===== config.mk =====
export PLATFORM = sky130hd
export DESIGN_NAME = clip_ctrl
export DESIGN_NICKNAME = d
export VERILOG_FILES = /design/src/hdl/clip_pkg.sv /design/src/hdl/clip_ctrl.sv
export SDC_FILE = /design/constraint.sdc
export NUM_CORES = 1
export LEC_CHECK = 0
export BUFFER_PORTS_ARGS = -buffer_cell sky130_fd_sc_hd__buf_2
export CAP_MARGIN = 15
export CORE_UTILIZATION = 43
export CTS_BUF_LIST = sky130_fd_sc_hd__clkbuf_16
export DETAILED_ROUTE_END_ITERATION = 12
export HOLD_SLACK_MARGIN = 0.05
export PLACE_DENSITY_LB_ADDON = 0.15
export SLEW_MARGIN = 20
export SYNTH_ARGS = -nofsm -noshare
export SYNTH_HDL_FRONTEND = slang
export SYNTH_SLANG_ARGS = --single-unit

===== constraint.sdc =====
create_clock -name clk -period 1.4 [get_ports clk]
set_clock_uncertainty 0.1 [all_clocks]
set_input_delay 0.14 -clock clk [delete_from_list [all_inputs] [get_ports clk]]
set_output_delay 0.14 -clock clk [all_outputs]
set_load 0.01 [all_outputs]

===== src/hdl/clip_pkg.sv =====
package clip_pkg;

  // Grid size along each axis.
  localparam int CELLS_X = 16;
  localparam int CELLS_Y = 16;
  localparam int CELLS_Z = 16;
  localparam int DEPTH   = CELLS_X * CELLS_Y * CELLS_Z;
  localparam int AW      = $clog2(DEPTH);
  localparam int XW      = $clog2(CELLS_X);
  localparam int YW      = $clog2(CELLS_Y);
  localparam int ZW      = $clog2(CELLS_Z);

  // Word of one grid cell in storage: label above distance.
  localparam int CELL_W  = 40;

  localparam int ONE_Q   = 65536;
  localparam int HALF_Q  = ONE_Q / 2;

  // Opcodes of an input item.
  localparam logic OPC_WRITE = 1'b0;
  localparam logic OPC_QUERY = 1'b1;

  // Register indexes on the configuration port.
  localparam logic [2:0] REG_ORIGIN_X  = 3'd0;
  localparam logic [2:0] REG_ORIGIN_Y  = 3'd1;
  localparam logic [2:0] REG_ORIGIN_Z  = 3'd2;
  localparam logic [2:0] REG_INV_X     = 3'd3;
  localparam logic [2:0] REG_INV_Y     = 3'd4;
  localparam logic [2:0] REG_INV_Z     = 3'd5;
  localparam logic [2:0] REG_CENTERED  = 3'd6;
  localparam logic [2:0] REG_PLANAR    = 3'd7;

  // Axis codes used by the mapping unit.
  localparam logic [1:0] AXIS_X = 2'd0;
  localparam logic [1:0] AXIS_Y = 2'd1;
  localparam logic [1:0] AXIS_Z = 2'd2;

  typedef enum logic [3:0] {
    S_IDLE,
    S_MAP_MUL,
    S_MAP_FIN,
    S_RD_E,
    S_RD_O,
    S_CAP_O,
    S_BL_MUL,
    S_BL_FIN,
    S_OUT
  } state_t;

  typedef enum logic [1:0] {
    LVL_X,
    LVL_Y,
    LVL_Z
  } level_t;

  typedef struct packed {
    logic       wr_cell;
    logic       start;
    logic       map_mul;
    logic       map_fin;
    logic [1:0] axis;
    logic       rd_en;
    logic [2:0] corner;
    logic       cap;
    logic       bl_mul;
    logic       bl_fin;
    level_t     level;
    logic       save_px;
    logic       save_py;
    logic       out_load;
  } cmd_t;

  typedef struct packed {
    logic out_free;
  } sts_t;

endpackage


===== src/hdl/clip_ctrl.sv =====
module clip_ctrl (
  input  logic           clk,
  input  logic           rst,
  input  logic           in_valid,
  input  logic           opcode,
  input  logic           planar,
  input  clip_pkg::sts_t sts,
  output logic           in_stall,
  output clip_pkg::cmd_t cmd
);

  clip_pkg::state_t state, state_next;
  clip_pkg::level_t level, level_next;
  logic [1:0] axis, axis_next;
  logic [1:0] pair, pair_next;
  logic       accept;

  always_ff @(posedge clk) begin
    if (rst) begin
      state <= clip_pkg::S_IDLE;
      level <= clip_pkg::LVL_X;
      axis  <= clip_pkg::AXIS_X;
      pair  <= 2'd0;
    end else begin
      state <= state_next;
      level <= level_next;
      axis  <= axis_next;
      pair  <= pair_next;
    end
  end

  assign in_stall = (state != clip_pkg::S_IDLE);
  assign accept   = in_valid && !in_stall;

  always_comb begin
    state_next  = state;
    level_next  = level;
    axis_next   = axis;
    pair_next   = pair;
    cmd         = '0;
    cmd.axis    = axis;
    cmd.level   = level;
    cmd.corner  = {pair, 1'b0};
    case (state)
      clip_pkg::S_IDLE: begin
        cmd.wr_cell = accept && (opcode == clip_pkg::OPC_WRITE);
        cmd.start   = accept && (opcode == clip_pkg::OPC_QUERY);
        if (cmd.start) begin
          state_next = clip_pkg::S_MAP_MUL;
          axis_next  = clip_pkg::AXIS_X;
        end
      end
      clip_pkg::S_MAP_MUL: begin
        cmd.map_mul = 1'b1;
        state_next  = clip_pkg::S_MAP_FIN;
      end
      clip_pkg::S_MAP_FIN: begin
        cmd.map_fin = 1'b1;
        if ((planar && axis == clip_pkg::AXIS_Y) || axis == clip_pkg::AXIS_Z) begin
          state_next = clip_pkg::S_RD_E;
          pair_next  = 2'd0;
        end else begin
          state_next = clip_pkg::S_MAP_MUL;
          axis_next  = axis + 2'd1;
        end
      end
      clip_pkg::S_RD_E: begin
        cmd.rd_en  = 1'b1;
        cmd.corner = {pair, 1'b0};
        state_next = clip_pkg::S_RD_O;
      end
      clip_pkg::S_RD_O: begin
        cmd.rd_en  = 1'b1;
        cmd.corner = {pair, 1'b1};
        cmd.cap    = 1'b1;
        state_next = clip_pkg::S_CAP_O;
      end
      clip_pkg::S_CAP_O: begin
        cmd.cap    = 1'b1;
        state_next = clip_pkg::S_BL_MUL;
        level_next = clip_pkg::LVL_X;
      end
      clip_pkg::S_BL_MUL: begin
        cmd.bl_mul = 1'b1;
        state_next = clip_pkg::S_BL_FIN;
      end
      clip_pkg::S_BL_FIN: begin
        cmd.bl_fin  = 1'b1;
        cmd.save_px = (level == clip_pkg::LVL_X) && !pair[0];
        cmd.save_py = (level == clip_pkg::LVL_Y) && (pair == 2'd1);
        case (level)
          clip_pkg::LVL_X: begin
            if (!pair[0]) begin
              state_next = clip_pkg::S_RD_E;
              pair_next  = pair + 2'd1;
            end else begin
              state_next = clip_pkg::S_BL_MUL;
              level_next = clip_pkg::LVL_Y;
            end
          end
          clip_pkg::LVL_Y: begin
            if (pair == 2'd3) begin
              state_next = clip_pkg::S_BL_MUL;
              level_next = clip_pkg::LVL_Z;
            end else if (planar) begin
              state_next = clip_pkg::S_OUT;
            end else begin
              state_next = clip_pkg::S_RD_E;
              pair_next  = 2'd2;
            end
          end
          default: begin
            state_next = clip_pkg::S_OUT;
          end
        endcase
      end
      clip_pkg::S_OUT: begin
        if (sts.out_free) begin
          cmd.out_load = 1'b1;
          state_next   = clip_pkg::S_IDLE;
        end
      end
      default: begin
        state_next = clip_pkg::S_IDLE;
      end
    endcase
  end

  a_query_starts_map: assert property (@(posedge clk) disable iff (rst)
    (accept && opcode == clip_pkg::OPC_QUERY) |=>
      (state == clip_pkg::S_MAP_MUL && axis == clip_pkg::AXIS_X))
    else $error("query did not start the mapping sequence");

  a_planar_no_z: assert property (@(posedge clk) disable iff (rst)
    (planar && state == clip_pkg::S_BL_MUL) |-> (level != clip_pkg::LVL_Z))
    else $error("z blend in planar mode");

  a_px_even_pair: assert property (@(posedge clk) disable iff (rst)
    cmd.save_px |-> (!pair[0] && state == clip_pkg::S_BL_FIN))
    else $error("x partial saved on an odd pair");

  a_out_done: assert property (@(posedge clk) disable iff (rst)
    (state == clip_pkg::S_OUT && sts.out_free) |=> (state == clip_pkg::S_IDLE))
    else $error("result load did not end the query");

endmodule


==> results of run 1 <==
synthesized netlist by cell type (all sizes together), types with 3 or more instances:
| cell type | number | area [um2] |
|---|---|---|
| a21oi | 5 | 25.0 |
| a31oi | 6 | 37.5 |
| buf | 3 | 23.8 |
| dfxtp | 10 | 200 |
| inv | 8 | 30.0 |
| nand2 | 7 | 26.3 |
| nand2b | 4 | 32.5 |
| nor2 | 8 | 30.0 |
| nor3b | 3 | 22.5 |
stage by stage:
| step | cell area, um2 | hold WS, ps | util [%] | setup WS (ps) | setup TNS [ps] |
|---|---|---|---|---|---|
| 2_1_floorplan | 746 | 109 | - | -119 | -244 |
| 4_1_cts | 1400 | 88.3 | 90.9 | -312 | -2730 |
| 3_5_place_dp | 1030 | 323 | 67.0 | -197 | -880 |
| 3_3_place_gp | 1030 | 322 | 67.0 | -177 | -710 |
cell families after synthesis:
kind of cell | Yosys count | synth area share (%)
and+or+nand+nor | 40 | 35.7
AOI/OAI and AO/OA | 24 | 22.8
buffers and inverters | 12 | 7.89
DFF | 10 | 27.4
muxes | 2 | 2.74
adders and majority gates | 2 | 3.43
repair_timing:
| action | 4_1_cts |
|---|---|
| resized for setup | 44 |
| buffers inserted | 18 |
| endpoints found under the setup margin | 22 |
| pin swaps | 12 |
==> results.py, run 1 <==
metrics = {
    "outcome": {
        "error_line": "[ERROR DPL-0038] Utilization greater than 100%, impossible to legalize",
        "failed_stage": "global routing",
        "run_status": "did not finish",
    },
    "timing": {
        "repair-timing-grt-worst-ep": "cmd[2]",
        "type_of_pin_the_worst_path_ends_at": "output port",
    },
    "cts": {
        "hold_buffers": 0,
        "clk_buf_depth": 2,
        "clock_tree.root_cell": "sky130_fd_sc_hd__clkbuf_16",
        "cts_made_buffers": 3,
        "numClockSinks": 10,
        "clock_tree.htree_level_count": 1,
    },
    "floorplan": {
        "dieWidth_um": 43.2,
        "start_util_pct": 47.3,
        "die_boundary_height_um": 43.2,
        "rows": 14,
        "floorplan.io_pins": 25,
    },
    "synthesis": {
        "ys_seq_area_share_pct": 27.4,
        "dominantRegCellSynth": "sky130_fd_sc_hd__dfxtp_1",
        "post_synth_instance_area_um2": 729,
        "synth-edff-count": 0,
        "synth.ff_latch_count": 10,
        "synthesized_nets": 98,
        "post_synth_inst_count": 90,
        "yosysWarnings": 0,
        "synth_area_per_cell_um2": 8.11,
        "synth_cell_types": 40,
        "synthArstFlopShare_pct": 0,
    },
    "placed_design": {
        "dp.cells": 150,
        "io_buffer_count": 24,
        "place_hpwl_um": 1640,
        "place.gp.congestion": 0.860,
    },
    "grt": {
        "grt_max_degree": 9,
    },
}
==> run 2, diff against run 1 <==
--- a/config.mk
+++ b/config.mk
@@ -7,10 +7,9 @@
 export LEC_CHECK = 0
 export BUFFER_PORTS_ARGS = -buffer_cell sky130_fd_sc_hd__buf_2
 export CAP_MARGIN = 15
-export CORE_UTILIZATION = 43
-export CTS_BUF_LIST = sky130_fd_sc_hd__clkbuf_16
+export CORE_AREA = 2 2 63 65
 export DETAILED_ROUTE_END_ITERATION = 12
-export HOLD_SLACK_MARGIN = 0.05
+export DIE_AREA = 0 0 65 67
 export PLACE_DENSITY_LB_ADDON = 0.15
 export SLEW_MARGIN = 20
 export SYNTH_ARGS = -nofsm -noshare
==> constraint.sdc (replaced) <==
create_clock -name clk -period 1.8 [get_ports clk]
set_clock_uncertainty 0.1 [all_clocks]
set_input_delay 0.18 -clock clk [delete_from_list [all_inputs] [get_ports clk]]
set_output_delay 0.18 -clock clk [all_outputs]
set_load 0.01 [all_outputs]
==> results.py, run 2 <==
metrics = {
    "cts": {
        "numClockSinks": 10,
        "clock_tree.root_cell": "sky130_fd_sc_hd__clkbuf_8",
        "clock_tree.htree_level_count": 1,
        "clkSlewWorstSetupHoldPaths_ps": 50,
        "clk_buf_depth": 2,
        "cts_made_buffers": 3,
        "clk-insertion-delay-late_ps": 240,
        "cts_tree": "yes",
    },
    "grt": {
        "first_global_vias": 755,
        "globalRouteMet1Util_pct": 13.8,
        "grtUsageMet3_pct": 3.72,
        "wire_length_of_the_first_global_routing_pass_um": 3580,
        "most_crowded_layer_gr": "met2",
        "grt.met2_usage_pct": 16.9,
        "grt_max_degree": 11,
        "grt_antenna_before_repair": 0,
        "global_route_overflow": 0,
        "global_route.usage.total_pct": 11.0,
    },
    "placed_design": {
        "place.gp.congestion": 0.756,
        "place_ws_ps": 112,
        "io_buffer_count": 24,
        "place_hpwl_um": 1680,
    },
    "synthesis": {
        "synth.most_common_cell": "sky130_fd_sc_hd__dfxtp_1",
        "synth-edff-count": 0,
        "synth_area_per_cell_um2": 8.11,
        "synthesized_nets": 98,
        "post_synth_instance_area_um2": 729,
        "synthArstFlopShare_pct": 0,
        "synthDominantAreaCellType": "sky130_fd_sc_hd__dfxtp_1",
        "dominantRegCellSynth": "sky130_fd_sc_hd__dfxtp_1",
        "ys_seq_area_share_pct": 27.4,
        "post_synth_inst_count": 90,
        "yosys.area.top_type_share_pct": 27.4,
        "synth.ff_latch_count": 10,
        "synth_common_cells": "sky130_fd_sc_hd__dfxtp_1, sky130_fd_sc_hd__nor2_1, sky130_fd_sc_hd__inv_1, sky130_fd_sc_hd__nand2_1, sky130_fd_sc_hd__a31oi_1",
        "post_synth_main_area_contributors": "sky130_fd_sc_hd__dfxtp_1, sky130_fd_sc_hd__a31oi_1, sky130_fd_sc_hd__nor2_1, sky130_fd_sc_hd__inv_1, sky130_fd_sc_hd__nand2_1",
        "yosysWarnings": 0,
        "synth_cell_types": 40,
    },
    "timing": {
        "setup_slack_ps": 33.1,
        "finalHoldViolCount": 0,
        "measured_slew_at_the_worst_slew_check_pin_ps": 317,
        "final.setup.tns_ps": 0,
        "timing.final.max_slew_violations": 0,
        "final_period_minus_worst_setup_slack_ps": 1770,
        "setup_viol": 0,
        "rsz_0062_raised_after_global_routing": "true",
        "worst_slew_margin_rel_pct": 78.8,
        "layout_worst_path_cycle_share_pct": 98.2,
        "fmax_mhz": 566,
    },
    "setup_path": {
        "required_ps": 1520,
        "worst_setup_path_start_kind": "register",
        "worst_setup_path_startpoint": "state[3]",
        "endpoint_kind": "output port",
        "regToRegStartpoint": "state[2]",
        "crit_arrival_ps": 1490,
        "timing.setup.critical_path_class": "reg -> out",
        "cp_max_fo": 3,
    },
    "pwr": {
        "cellLeakagePower_nw": 0.478,
        "netSwitchingPower_w": 0.000141,
        "sw_frac_of_total_pct": 24.0,
        "cellPowerDensity_nw_per_um2": 577,
        "sequentialPowerShare_pct": 39.2,
        "comb_power_share_pct": 11.2,
        "vdd_ir_drop_max_mv": 0.232,
        "p_int_w": 0.000446,
        "power_frac_clock_pct": 49.6,
    },
    "floorplan": {
        "dieWidth_um": 65,
        "floorplan.io_pins": 25,
        "design.die.area_um2": 4360,
        "die_boundary_height_um": 67,
        "floorplan.core_area_um2": 3610,
        "rows": 22,
        "start_util_pct": 20.2,
    },
    "finish": {
        "final.fill_count": 404,
        "areaGrowthSynthToFinish_pct": 39.5,
        "largest_register_ff_count": 4,
        "layout.cells.most_common_list": "sky130_fd_sc_hd__buf_2, sky130_fd_sc_hd__buf_4, sky130_fd_sc_hd__inv_1, sky130_fd_sc_hd__nor2_1",
        "post_route_cells_drive_above_1_share_pct": 41.0,
        "finish.net_count": 131,
        "layout.cells.most_common": "sky130_fd_sc_hd__buf_2",
        "n_diodes": 0,
        "max_flop_register": "state",
    },
    "worst_hold_path": {
        "startpoint_of_the_lowest_slack_hold_path": "rst",
        "holdCritPathClass": "in -> reg",
    },
    "drt": {
        "drt_iter0_drc": 28,
        "postRouteWirelength_um": 2130,
        "via_per_inst": 4.61,
        "wl_per_cell_um": 12.5,
        "postRouteAntennaNets": 0,
        "dr.pass1.iters": 4,
        "number_of_vias_in_the_routed_layout": 784,
        "drt_drc_violations_left": 0,
    },
    "run": {
        "maxCapViolations": 0,
    },
    "outcome": {
        "run_status": "completed",
    },
}
## run 2: cell counts after synthesis
Identical to the previous run, type by type.
## run 2: cells by family (layout without fill, tap and decap cells)
kind of cell             count (synthesis)  in the layout  synth area share, %
buffers and inverters                   12             44                 7.89
flip-flops                              10             10                 27.4
multiplexers                             2              2                 2.74
AO/OA/AOI/OAI                           24             24                 22.8
AND/OR/NAND/NOR                         40             40                 35.7
adder cells (fa/ha/maj)                  2              2                 3.43
## run 2: per-stage QoR
stage / instance area (um2) / hold slack [ps] / cells / total power [W] / util [%]
final: 1020 / 122 / 170 / 0.000587 / 28.2
after global routing: 1020 / 134 / 170 / 0.000613 / 28.2
after CTS: 1000 / 120 / 170 / 0.000596 / 27.7
after detailed placement: 935 / 380 / 165 / 0.000300 / 25.9
after global placement: 935 / 372 / 165 / 0.000301 / 25.9
after floorplan: 729 / 149 / 90 / 0.000271 / -
## run 2: critical path: stages (launching register included)
cell                       delay, ps
sky130_fd_sc_hd__dfxtp_2         340
sky130_fd_sc_hd__nand4b_4        170
sky130_fd_sc_hd__or3_4           340
sky130_fd_sc_hd__or2_1           230
sky130_fd_sc_hd__inv_1            50
sky130_fd_sc_hd__buf_2           120
## run 2: power by group through the flow
| stage | registers (W) | logic [W] | clock network (W) |
|---|---|---|---|
| after global routing | 0.000231 | 0.0000742 | 0.000308 |
| final | 0.000230 | 0.0000657 | 0.000291 |
| after global placement | 0.000234 | 0.0000665 | 0 |
| after CTS | 0.000230 | 0.0000659 | 0.000300 |
| after detailed placement | 0.000234 | 0.0000655 | 0 |
| after floorplan | 0.000232 | 0.0000388 | 0 |
## run 2: timing repair
action / 4_1_cts / 5_1_grt
setup buffers: 1 / 0
hold buffers: 0 / 0
gates resized for setup: 2 / 6
endpoints found under the setup margin: 2 / 3
## run 2: routing by layer
layer	wire, um	vias to the layer above
li1	-	396
met1	1000	366
met2	974	20
met3	128	2
met4	23	0
met5	0	-
## run 2: path summary, 6_finish.rpt
check                               end  depth (start not counted)  slack (ps)
worst max-delay path             cmd[2]                          5          30
worst min-delay path            pair[1]                          2         120
worst max register to register  pair[1]                          5         120
worst min register to register  axis[0]                          1         400
## run 2: layout make-up
cell class,instances,area (um2),share of cell area [%]
clock buffer,4,55.1,5.41
tap,48,60.1,5.90
multi-input combinational,68,487,47.8
sequential,10,205,20.2
inverter,8,30.0,2.95
timing repair buffer,32,180,17.7
No activity file was read; power rests on OpenSTA's default activity.
